File: src/rtl/i2cmts_pkg.sv
// Package for the I2C master transfer sequencer: transaction structs, command,
// phase, outcome, completion and controller status codes.
// No dependencies.
package i2cmts_pkg;

   // command codes
   localparam logic [2:0] CMD_LOAD   = 3'd0;
   localparam logic [2:0] CMD_WRITE  = 3'd1;
   localparam logic [2:0] CMD_READ   = 3'd2;
   localparam logic [2:0] CMD_STATUS = 3'd3;
   localparam logic [2:0] CMD_ABORT  = 3'd4;

   // transfer phase codes
   localparam logic [2:0] PH_IDLE  = 3'd0;
   localparam logic [2:0] PH_WRITE = 3'd1;
   localparam logic [2:0] PH_READ  = 3'd2;
   localparam logic [2:0] PH_DONE  = 3'd3;
   localparam logic [2:0] PH_ERROR = 3'd4;

   // outcome codes
   localparam logic [1:0] OUT_OK       = 2'd0;
   localparam logic [1:0] OUT_BUS_ERR  = 2'd1;
   localparam logic [1:0] OUT_BUSY     = 2'd2;
   localparam logic [1:0] OUT_BAD_LEN  = 2'd3;

   // completion codes
   localparam logic [1:0] CMPL_NONE  = 2'd0;
   localparam logic [1:0] CMPL_WRITE = 2'd1;
   localparam logic [1:0] CMPL_READ  = 2'd2;
   localparam logic [1:0] CMPL_ERROR = 2'd3;

   // controller status codes that are acted on; all others are bus errors
   localparam logic [7:0] ST_START      = 8'h08;
   localparam logic [7:0] ST_ADDR_W_ACK = 8'h18;
   localparam logic [7:0] ST_DATA_W_ACK = 8'h28;
   localparam logic [7:0] ST_ADDR_R_ACK = 8'h40;
   localparam logic [7:0] ST_DATA_R_ACK = 8'h50;
   localparam logic [7:0] ST_DATA_R_NAK = 8'h58;

   typedef struct packed {
      logic [2:0] cmd;
      logic [6:0] slave_address;
      logic [7:0] byte_count;
      logic       send_stop;
      logic [7:0] buffer_index;
      logic [7:0] load_byte;
      logic [7:0] status_code;
      logic [7:0] bus_byte;
   } req_type;

   typedef struct packed {
      logic       data_write_valid;
      logic [7:0] data_out;
      logic       clear_flag;
      logic       ack_next;
      logic       issue_stop;
      logic       issue_start;
      logic       rx_valid;
      logic [7:0] rx_index;
      logic [7:0] rx_byte;
      logic [2:0] phase;
      logic [1:0] outcome;
      logic [1:0] completion;
   } rsp_type;

   // transmit buffer access for one transaction
   typedef struct packed {
      logic       wr_en;
      logic [7:0] wr_index;
      logic [7:0] wr_byte;
      logic       rd_en;
      logic [7:0] rd_index;
   } txbuf_req_type;

   // decoded transaction waiting for the buffer read to return
   typedef struct packed {
      rsp_type rsp;
      logic    use_mem;
   } stage_type;

endpackage

File: src/rtl/i2cmts_txbuf.sv
// Transmit byte buffer: one write port, one read port, registered read data.
// Depends on i2cmts_pkg.
module i2cmts_txbuf #(
   parameter int TX_DEPTH = 256
) (
   input  logic                      clock,
   input  i2cmts_pkg::txbuf_req_type req,
   output logic [7:0]                rd_data
);
   localparam int AW = (TX_DEPTH > 1) ? $clog2(TX_DEPTH) : 1;

   logic [7:0] mem [TX_DEPTH];
   logic [7:0] rd_data_ff;

   always_ff @(posedge clock) begin
      if (req.wr_en) begin
         mem[req.wr_index[AW-1:0]] <= req.wr_byte;
      end
      if (req.rd_en) begin
         rd_data_ff <= mem[req.rd_index[AW-1:0]];
      end
   end

   assign rd_data = rd_data_ff;
endmodule

File: src/rtl/i2cmts_ctrl.sv
// Transfer state registers and per-transaction decode of commands and
// controller status codes. Depends on i2cmts_pkg.
module i2cmts_ctrl #(
   parameter int TX_DEPTH = 256
) (
   input  logic                      clock,
   input  logic                      reset,
   input  logic                      accept,
   input  i2cmts_pkg::req_type       req,
   output i2cmts_pkg::stage_type     stage,
   output i2cmts_pkg::txbuf_req_type buf_req
);
   localparam logic [8:0] DEPTH_LIM = 9'(TX_DEPTH);

   logic [2:0] phase_ff, phase_in;
   logic [6:0] target_ff, target_in;
   logic [7:0] wlen_ff, wlen_in;
   logic [7:0] wpos_ff, wpos_in;
   logic [7:0] rlen_ff, rlen_in;
   logic [7:0] rpos_ff, rpos_in;
   logic       stop_ff, stop_in;
   logic       last_ff, last_in;

   logic       rejected;
   logic [1:0] rej_code;
   logic       busy;
   i2cmts_pkg::rsp_type res;

   always_comb begin
      phase_in  = phase_ff;
      target_in = target_ff;
      wlen_in   = wlen_ff;
      wpos_in   = wpos_ff;
      rlen_in   = rlen_ff;
      rpos_in   = rpos_ff;
      stop_in   = stop_ff;
      last_in   = last_ff;
      rejected  = 1'b0;
      rej_code  = i2cmts_pkg::OUT_OK;
      res       = '0;
      stage.use_mem = 1'b0;
      buf_req   = '0;
      busy = (phase_ff == i2cmts_pkg::PH_WRITE) || (phase_ff == i2cmts_pkg::PH_READ);

      case (req.cmd)
         i2cmts_pkg::CMD_LOAD: begin
            buf_req.wr_en    = accept && ({1'b0, req.buffer_index} < DEPTH_LIM);
            buf_req.wr_index = req.buffer_index;
            buf_req.wr_byte  = req.load_byte;
         end
         i2cmts_pkg::CMD_WRITE, i2cmts_pkg::CMD_READ: begin
            if (req.byte_count == 8'd0) begin
               rejected = 1'b1;
               rej_code = i2cmts_pkg::OUT_BAD_LEN;
            end else if (busy) begin
               rejected = 1'b1;
               rej_code = i2cmts_pkg::OUT_BUSY;
            end else begin
               target_in = req.slave_address;
               wpos_in   = 8'd0;
               rpos_in   = 8'd0;
               wlen_in   = (req.cmd == i2cmts_pkg::CMD_WRITE) ? req.byte_count : 8'd0;
               rlen_in   = (req.cmd == i2cmts_pkg::CMD_READ) ? req.byte_count : 8'd0;
               stop_in   = req.send_stop;
               last_in   = 1'b0;
               phase_in  = (req.cmd == i2cmts_pkg::CMD_WRITE) ? i2cmts_pkg::PH_WRITE
                                                              : i2cmts_pkg::PH_READ;
               res.issue_start = 1'b1;
            end
         end
         i2cmts_pkg::CMD_STATUS: begin
            if (busy) begin
               case (req.status_code)
                  i2cmts_pkg::ST_START: begin
                     res.data_write_valid = 1'b1;
                     res.data_out = {target_ff, phase_ff != i2cmts_pkg::PH_WRITE};
                     res.clear_flag = 1'b1;
                  end
                  i2cmts_pkg::ST_ADDR_W_ACK, i2cmts_pkg::ST_DATA_W_ACK: begin
                     if (wpos_ff < wlen_ff) begin
                        res.data_write_valid = 1'b1;
                        res.clear_flag = 1'b1;
                        // positions past the buffer send zero
                        stage.use_mem  = ({1'b0, wpos_ff} < DEPTH_LIM);
                        buf_req.rd_en  = accept && stage.use_mem;
                        buf_req.rd_index = wpos_ff;
                        wpos_in = wpos_ff + 8'd1;
                     end else begin
                        phase_in = i2cmts_pkg::PH_DONE;
                        res.issue_stop = stop_ff;
                        res.completion = i2cmts_pkg::CMPL_WRITE;
                     end
                  end
                  i2cmts_pkg::ST_ADDR_R_ACK: begin
                     res.clear_flag = 1'b1;
                     res.ack_next = (rlen_ff > 8'd1);
                  end
                  i2cmts_pkg::ST_DATA_R_ACK: begin
                     res.rx_valid = 1'b1;
                     res.rx_index = rpos_ff;
                     res.rx_byte  = req.bus_byte;
                     if (rpos_ff != 8'hFF) begin
                        rpos_in = rpos_ff + 8'd1;
                     end
                     res.clear_flag = 1'b1;
                     res.ack_next = (({1'b0, rpos_in} + 9'd1) < {1'b0, rlen_ff});
                  end
                  i2cmts_pkg::ST_DATA_R_NAK: begin
                     res.rx_valid = 1'b1;
                     res.rx_index = rpos_ff;
                     res.rx_byte  = req.bus_byte;
                     if (rpos_ff != 8'hFF) begin
                        rpos_in = rpos_ff + 8'd1;
                     end
                     phase_in = i2cmts_pkg::PH_DONE;
                     res.issue_stop = stop_ff;
                     res.completion = i2cmts_pkg::CMPL_READ;
                  end
                  default: begin
                     phase_in = i2cmts_pkg::PH_ERROR;
                     last_in  = 1'b1;
                     res.issue_stop = 1'b1;
                     res.clear_flag = 1'b1;
                     res.completion = i2cmts_pkg::CMPL_ERROR;
                  end
               endcase
            end
         end
         i2cmts_pkg::CMD_ABORT: begin
            res.issue_stop = 1'b1;
            phase_in = i2cmts_pkg::PH_ERROR;
         end
         default: begin
         end
      endcase

      res.phase   = phase_in;
      res.outcome = rejected ? rej_code : {1'b0, last_in};
      stage.rsp   = res;
   end

   always_ff @(posedge clock) begin
      if (reset) begin
         phase_ff  <= i2cmts_pkg::PH_IDLE;
         target_ff <= '0;
         wlen_ff   <= '0;
         wpos_ff   <= '0;
         rlen_ff   <= '0;
         rpos_ff   <= '0;
         stop_ff   <= 1'b0;
         last_ff   <= 1'b0;
      end else if (accept) begin
         phase_ff  <= phase_in;
         target_ff <= target_in;
         wlen_ff   <= wlen_in;
         wpos_ff   <= wpos_in;
         rlen_ff   <= rlen_in;
         rpos_ff   <= rpos_in;
         stop_ff   <= stop_in;
         last_ff   <= last_in;
      end
   end
endmodule

File: src/rtl/i2c_master_transfer_sequencer.sv
// Top level of the I2C master transfer sequencer: decode stage, transmit
// buffer and output register. Depends on i2cmts_pkg, i2cmts_ctrl, i2cmts_txbuf.
//
//   channel | ports                         | direction | payload
//   req     | req_valid/req_ready/req_data  | in        | i2cmts_pkg::req_type
//   rsp     | rsp_valid/rsp_ready/rsp_data  | out       | i2cmts_pkg::rsp_type
//
// One transaction per cycle unless responses stall; each response passes the
// decode stage (decode plus transmit buffer read), then the output register.
// Reset clears the transfer state to idle; the buffer holds no reset value.
// A stalled response holds in the output register while one more request
// waits in the decode stage; req_ready drops only when both are full.
module i2c_master_transfer_sequencer #(
   parameter int TX_DEPTH = 256
) (
   input  logic                clock,
   input  logic                reset,
   input  logic                req_valid,
   output logic                req_ready,
   input  i2cmts_pkg::req_type req_data,
   output logic                rsp_valid,
   input  logic                rsp_ready,
   output i2cmts_pkg::rsp_type rsp_data
);
   logic accept;
   logic out_load;
   logic s1_valid_ff, s1_valid_in;
   logic rsp_valid_ff, rsp_valid_in;
   i2cmts_pkg::stage_type     stage;
   i2cmts_pkg::stage_type     s1_ff;
   i2cmts_pkg::txbuf_req_type buf_req;
   i2cmts_pkg::rsp_type       rsp_ff, rsp_in;
   logic [7:0]                rd_data;

   i2cmts_ctrl #(.TX_DEPTH(TX_DEPTH)) u_ctrl (
      .clock   (clock),
      .reset   (reset),
      .accept  (accept),
      .req     (req_data),
      .stage   (stage),
      .buf_req (buf_req)
   );

   i2cmts_txbuf #(.TX_DEPTH(TX_DEPTH)) u_txbuf (
      .clock   (clock),
      .req     (buf_req),
      .rd_data (rd_data)
   );

   assign out_load  = s1_valid_ff && (!rsp_valid_ff || rsp_ready);
   assign req_ready = !s1_valid_ff || out_load;
   assign accept    = req_valid && req_ready;

   always_comb begin
      s1_valid_in  = accept ? 1'b1 : (out_load ? 1'b0 : s1_valid_ff);
      rsp_valid_in = out_load ? 1'b1 : (rsp_ready ? 1'b0 : rsp_valid_ff);
      rsp_in = s1_ff.rsp;
      // buffer read data lands in the cycle after the decode
      if (s1_ff.use_mem) begin
         rsp_in.data_out = rd_data;
      end
   end

   always_ff @(posedge clock) begin
      if (reset) begin
         s1_valid_ff  <= 1'b0;
         rsp_valid_ff <= 1'b0;
      end else begin
         s1_valid_ff  <= s1_valid_in;
         rsp_valid_ff <= rsp_valid_in;
      end
   end

   always_ff @(posedge clock) begin
      if (accept) begin
         s1_ff <= stage;
      end
      if (out_load) begin
         rsp_ff <= rsp_in;
      end
   end

   assign rsp_valid = rsp_valid_ff;
   assign rsp_data  = rsp_ff;
endmodule

File: config.mk
export PLATFORM = sky130hd
export DESIGN_NAME = i2c_master_transfer_sequencer
export DESIGN_NICKNAME = d
export VERILOG_FILES = /design/src/rtl/i2cmts_pkg.sv /design/src/rtl/i2cmts_txbuf.sv /design/src/rtl/i2cmts_ctrl.sv /design/src/rtl/i2c_master_transfer_sequencer.sv
export SDC_FILE = /design/constraint.sdc
export NUM_CORES = 2
export LEC_CHECK = 0
export ABC_CLOCK_PERIOD_IN_PS = 11900
export BUFFER_PORTS_ARGS = -buffer_cell sky130_fd_sc_hd__clkbuf_2
export CAP_MARGIN = 20
export CELL_PAD_IN_SITES_DETAIL_PLACEMENT = 1
export CELL_PAD_IN_SITES_GLOBAL_PLACEMENT = 1
export CORE_ASPECT_RATIO = 1.2
export CORE_UTILIZATION = 60
export CTS_BUF_LIST = sky130_fd_sc_hd__clkbuf_16
export DETAILED_ROUTE_END_ITERATION = 10
export PLACE_DENSITY_LB_ADDON = 0.1
export SKIP_LAST_GASP = 1
export SYNTH_ARGS = -nofsm -noshare
export SYNTH_HDL_FRONTEND = slang
export SYNTH_HIERARCHICAL = 1
export SYNTH_SLANG_ARGS = --single-unit
File: constraint.sdc
create_clock -name clock -period 11.9 [get_ports clock]
set_input_delay 1.19 -clock clock [delete_from_list [all_inputs] [get_ports clock]]
set_output_delay 1.19 -clock clock [all_outputs]
set_load 0.01 [all_outputs]
==> impl_metrics.ini <==
[clocking]
cts_post_setup_buffers_inserted = 0
cts_inserted_buffers = 200
htreeDepth = 4
clock_path_buffers = 3
cts_tree = done
cts_resized = 0
worst_skew_pair.late_latency_ps = 850
cts_stage_hold_buffer_count = 0
clockRootBuffer = sky130_fd_sc_hd__clkbuf_16
count_of_clock_tree_sinks = 2177
worst_setup_hold_path_clk_slew_ps = 70

[floorplan]
core_area_sq_um = 141000
num_io_pins = 94
std_cell_rows = 151
die_area_sq_um = 144000
start_util_pct = 60.5
die_width_um = 347
die-height_um = 416

[synth]
synth_cells = 4302
ys.warnings.count = 6
yosys_register_bits = 2177
synthArstFlopShare_pct = 0
netlist.area_leader.share_pct = 74.8
sequential_to_total_area_share_from_yosys_stat_pct = 75.9
synth.top_cells.by_area = sky130_fd_sc_hd__edfxtp_1 75%, sky130_fd_sc_hd__mux4_2 12%, sky130_fd_sc_hd__mux2i_1 1.6%
synth_edf_count = 2131
synth.largest_area_cell = sky130_fd_sc_hd__edfxtp_1
synthesis.nets = 4374
synthesis.area_per_instance_sq_um = 19.9
synth_cell_type_count = 85
yosys_most_used_dff = sky130_fd_sc_hd__edfxtp_1
netlist_area_sq_um = 85600

[timing]
total_setup_violations_reported_at_the_end_of_the_flow = 0
finalCritPeriodShare_pct = 57.2
max_freq_mhz = 147
slew-limit-headroom_pct = 16.3
fin_worst_skew_ps = 31.6
post-route-min-period_ps = 6810
final.setup.tns_ps = 0
tightestPinTransition_ps = 1240
finalMaxSlewViolations = 0
grt_setup_unrepaired = no
number_of_failing_hold_endpoints_at_the_final_stage = 0
worst_hold_slack_ps = 414

[routing]
dr.pass1.iters = 6
route.detailed.vias_per_inst = 6.89
route.antenna.remaining_nets = 0
drt_iter0_drc = 4999
totalWireLength_um = 227000
routed_wire_length_per_instance_um = 35.3
via_count = 44252
drc = 0

[final_layout]
areaGrowthSynthToFinish_pct = 9.77
layout_commonest_cell = sky130_fd_sc_hd__edfxtp_1
top_library_cells_by_usage_in_the_layout_fill_and_taps_aside = 2131 x sky130_fd_sc_hd__edfxtp_1, 454 x sky130_fd_sc_hd__mux4_2, 311 x sky130_fd_sc_hd__nor2_1
nNetsFinal = 4497
post-route-util_pct = 66.5
fill_cells = 11385
drive_gt1_share_pct = 21.2

[min_path]
hp-class = reg2reg

[worst_setup_path]
worstSetupStartpointType = register
critical_path.slowest_cell = sky130_fd_sc_hd__nor4_1
critPathMaxFanout = 41
arrival_ps = 7350
crit_path_max_incr_delay_ps = 970
critPathKind = reg2reg
critical_path.cell_chain = ha_1 -> a211oi_1 -> o21ai_0 -> a211oi_4 -> and3_4 -> buf_4 -> buf_4 -> mux4_2 -> a211oi_1 -> nor2_1 -> nor4_1 -> nor4_1
critical_path_required_ps = 12440
cp-end-kind = register

[global_routing]
grt_first_pass_wirelength_um = 325000
grt_max_degree = 110
first_global_vias = 45737
track_usage_pct = 31.8
antenna_found_initial = 1
overall_overflow_remaining_after_global_route = 0

[outcome]
run_status = completed

[placed_design]
port_buffers = 93
routabilityCongestion = 0.889
hpwlAfterDp_um = 139000

[power]
power.density_cell_area_nw_per_um2 = 158
power.static_leakage_uw = 0.0251
vdd_drop_max_mv = 0.165
total_power_of_the_final_layout_uw = 14800

[run]
max_cap_viols = 0
power by group:
part | internal (uW) | switching (uW)
clock | 3500 | 2760
combinational | 33.7 | 128
sequential | 8370 | 7.75
total | 11900 | 2890
stage by stage:
stage	instances	cell area [sq um]	setup slack [ps]
finish	6424	93900	5090
global route	6421	93900	4780
CTS	6417	93800	5010
detailed placement	6055	87500	4600
global placement	6052	87500	4540
floorplan	4302	85600	5710
worst paths after layout:
kind | slack (ps) | to | depth (start not counted) | start
worst min register to register | 410 | rsp_data[8] | 0 | rsp_in[8]
worst min-delay path | 410 | rsp_data[8] | 0 | rsp_in[8]
worst max-delay path | 5090 | u_txbuf/rd_data[1] | 12 | u_ctrl/wpos_ff[2]
worst max register to register | 5090 | u_txbuf/rd_data[1] | 12 | u_ctrl/wpos_ff[2]
registers in the layout, summed over array words and instances (netlist names), 3 cells and up:
| name | count |
|---|---|
| u_txbuf/mem | 2048 |
| u_txbuf/rd_data | 8 |
| u_ctrl/phase_ff | 3 |
| rsp_in | 29 |
| u_ctrl/rlen_ff | 8 |
| u_ctrl/rpos_ff | 8 |
| rsp_data | 37 |
| s1_ff | 9 |
| u_ctrl/wpos_ff | 8 |
| u_ctrl/target_ff | 7 |
| u_ctrl/wlen_ff | 8 |
worst max-delay path: cells and delay by family, from the launching register on:
| family | cells | cell delay, ps |
|---|---|---|
| flops | 1 | 460 |
| buf+inv | 2 | 1280 |
| simple gates | 4 | 2170 |
| fa+ha+maj | 1 | 300 |
| mux | 1 | 560 |
| compound gates | 4 | 1640 |
synthesized netlist by cell type (11+ instances only):
master,count
sky130_fd_sc_hd__a211oi_1,22
sky130_fd_sc_hd__a221oi_1,14
sky130_fd_sc_hd__mux2i_1,140
sky130_fd_sc_hd__a22oi_1,136
sky130_fd_sc_hd__and3_1,21
sky130_fd_sc_hd__o221ai_1,47
sky130_fd_sc_hd__nand2_1,97
sky130_fd_sc_hd__ha_1,17
sky130_fd_sc_hd__mux4_2,454
sky130_fd_sc_hd__clkbuf_1,129
sky130_fd_sc_hd__o22ai_1,31
sky130_fd_sc_hd__buf_4,28
sky130_fd_sc_hd__buf_8,13
sky130_fd_sc_hd__nor4_1,29
sky130_fd_sc_hd__nor2b_1,35
sky130_fd_sc_hd__a21oi_1,144
sky130_fd_sc_hd__nand2b_1,11
sky130_fd_sc_hd__dfxtp_1,46
sky130_fd_sc_hd__o21ai_0,31
sky130_fd_sc_hd__buf_6,23
sky130_fd_sc_hd__nor2_1,314
sky130_fd_sc_hd__and2_1,45
sky130_fd_sc_hd__edfxtp_1,2131
sky130_fd_sc_hd__nand3_1,65
sky130_fd_sc_hd__inv_1,23
sky130_fd_sc_hd__nor3_1,30
sky130_fd_sc_hd__o211ai_1,12
sky130_fd_sc_hd__buf_1,22
sky130_fd_sc_hd__buf_2,40
sky130_fd_sc_hd__nand4_1,15
cell families after synthesis:
logic type	Yosys count	share of synthesized area (%)
flops	2177	75.9
simple gates	705	3.91
mux	605	13.8
compound gates	497	4.03
buf+inv	288	1.97
fa+ha+maj	17	0.249
xor+xnor	13	0.155
area by class of cell:
class	count	area, sq um	share of cell area, %
flip-flops and latches	2177	64900	69.1
multi-input cells	1837	19100	20.3
clock buffers	203	5080	5.41
well taps	1836	2300	2.45
repair buffers	185	1250	1.33
clock inverters	159	1210	1.28
inverters	24	90.1	0.0959
diodes	3	7.51	0.00799
layer usage:
layer / track usage, % / vias to the layer above / routed length, um
li1: - / 17973 / -
met2: 52.4 / 2265 / 114000
met1: 42.8 / 23576 / 85800
met3: 5.63 / 438 / 18000
met4: 12.2 / 0 / 9140
met5: 0 / - / 0
Power figures use the tool's default switching activity.
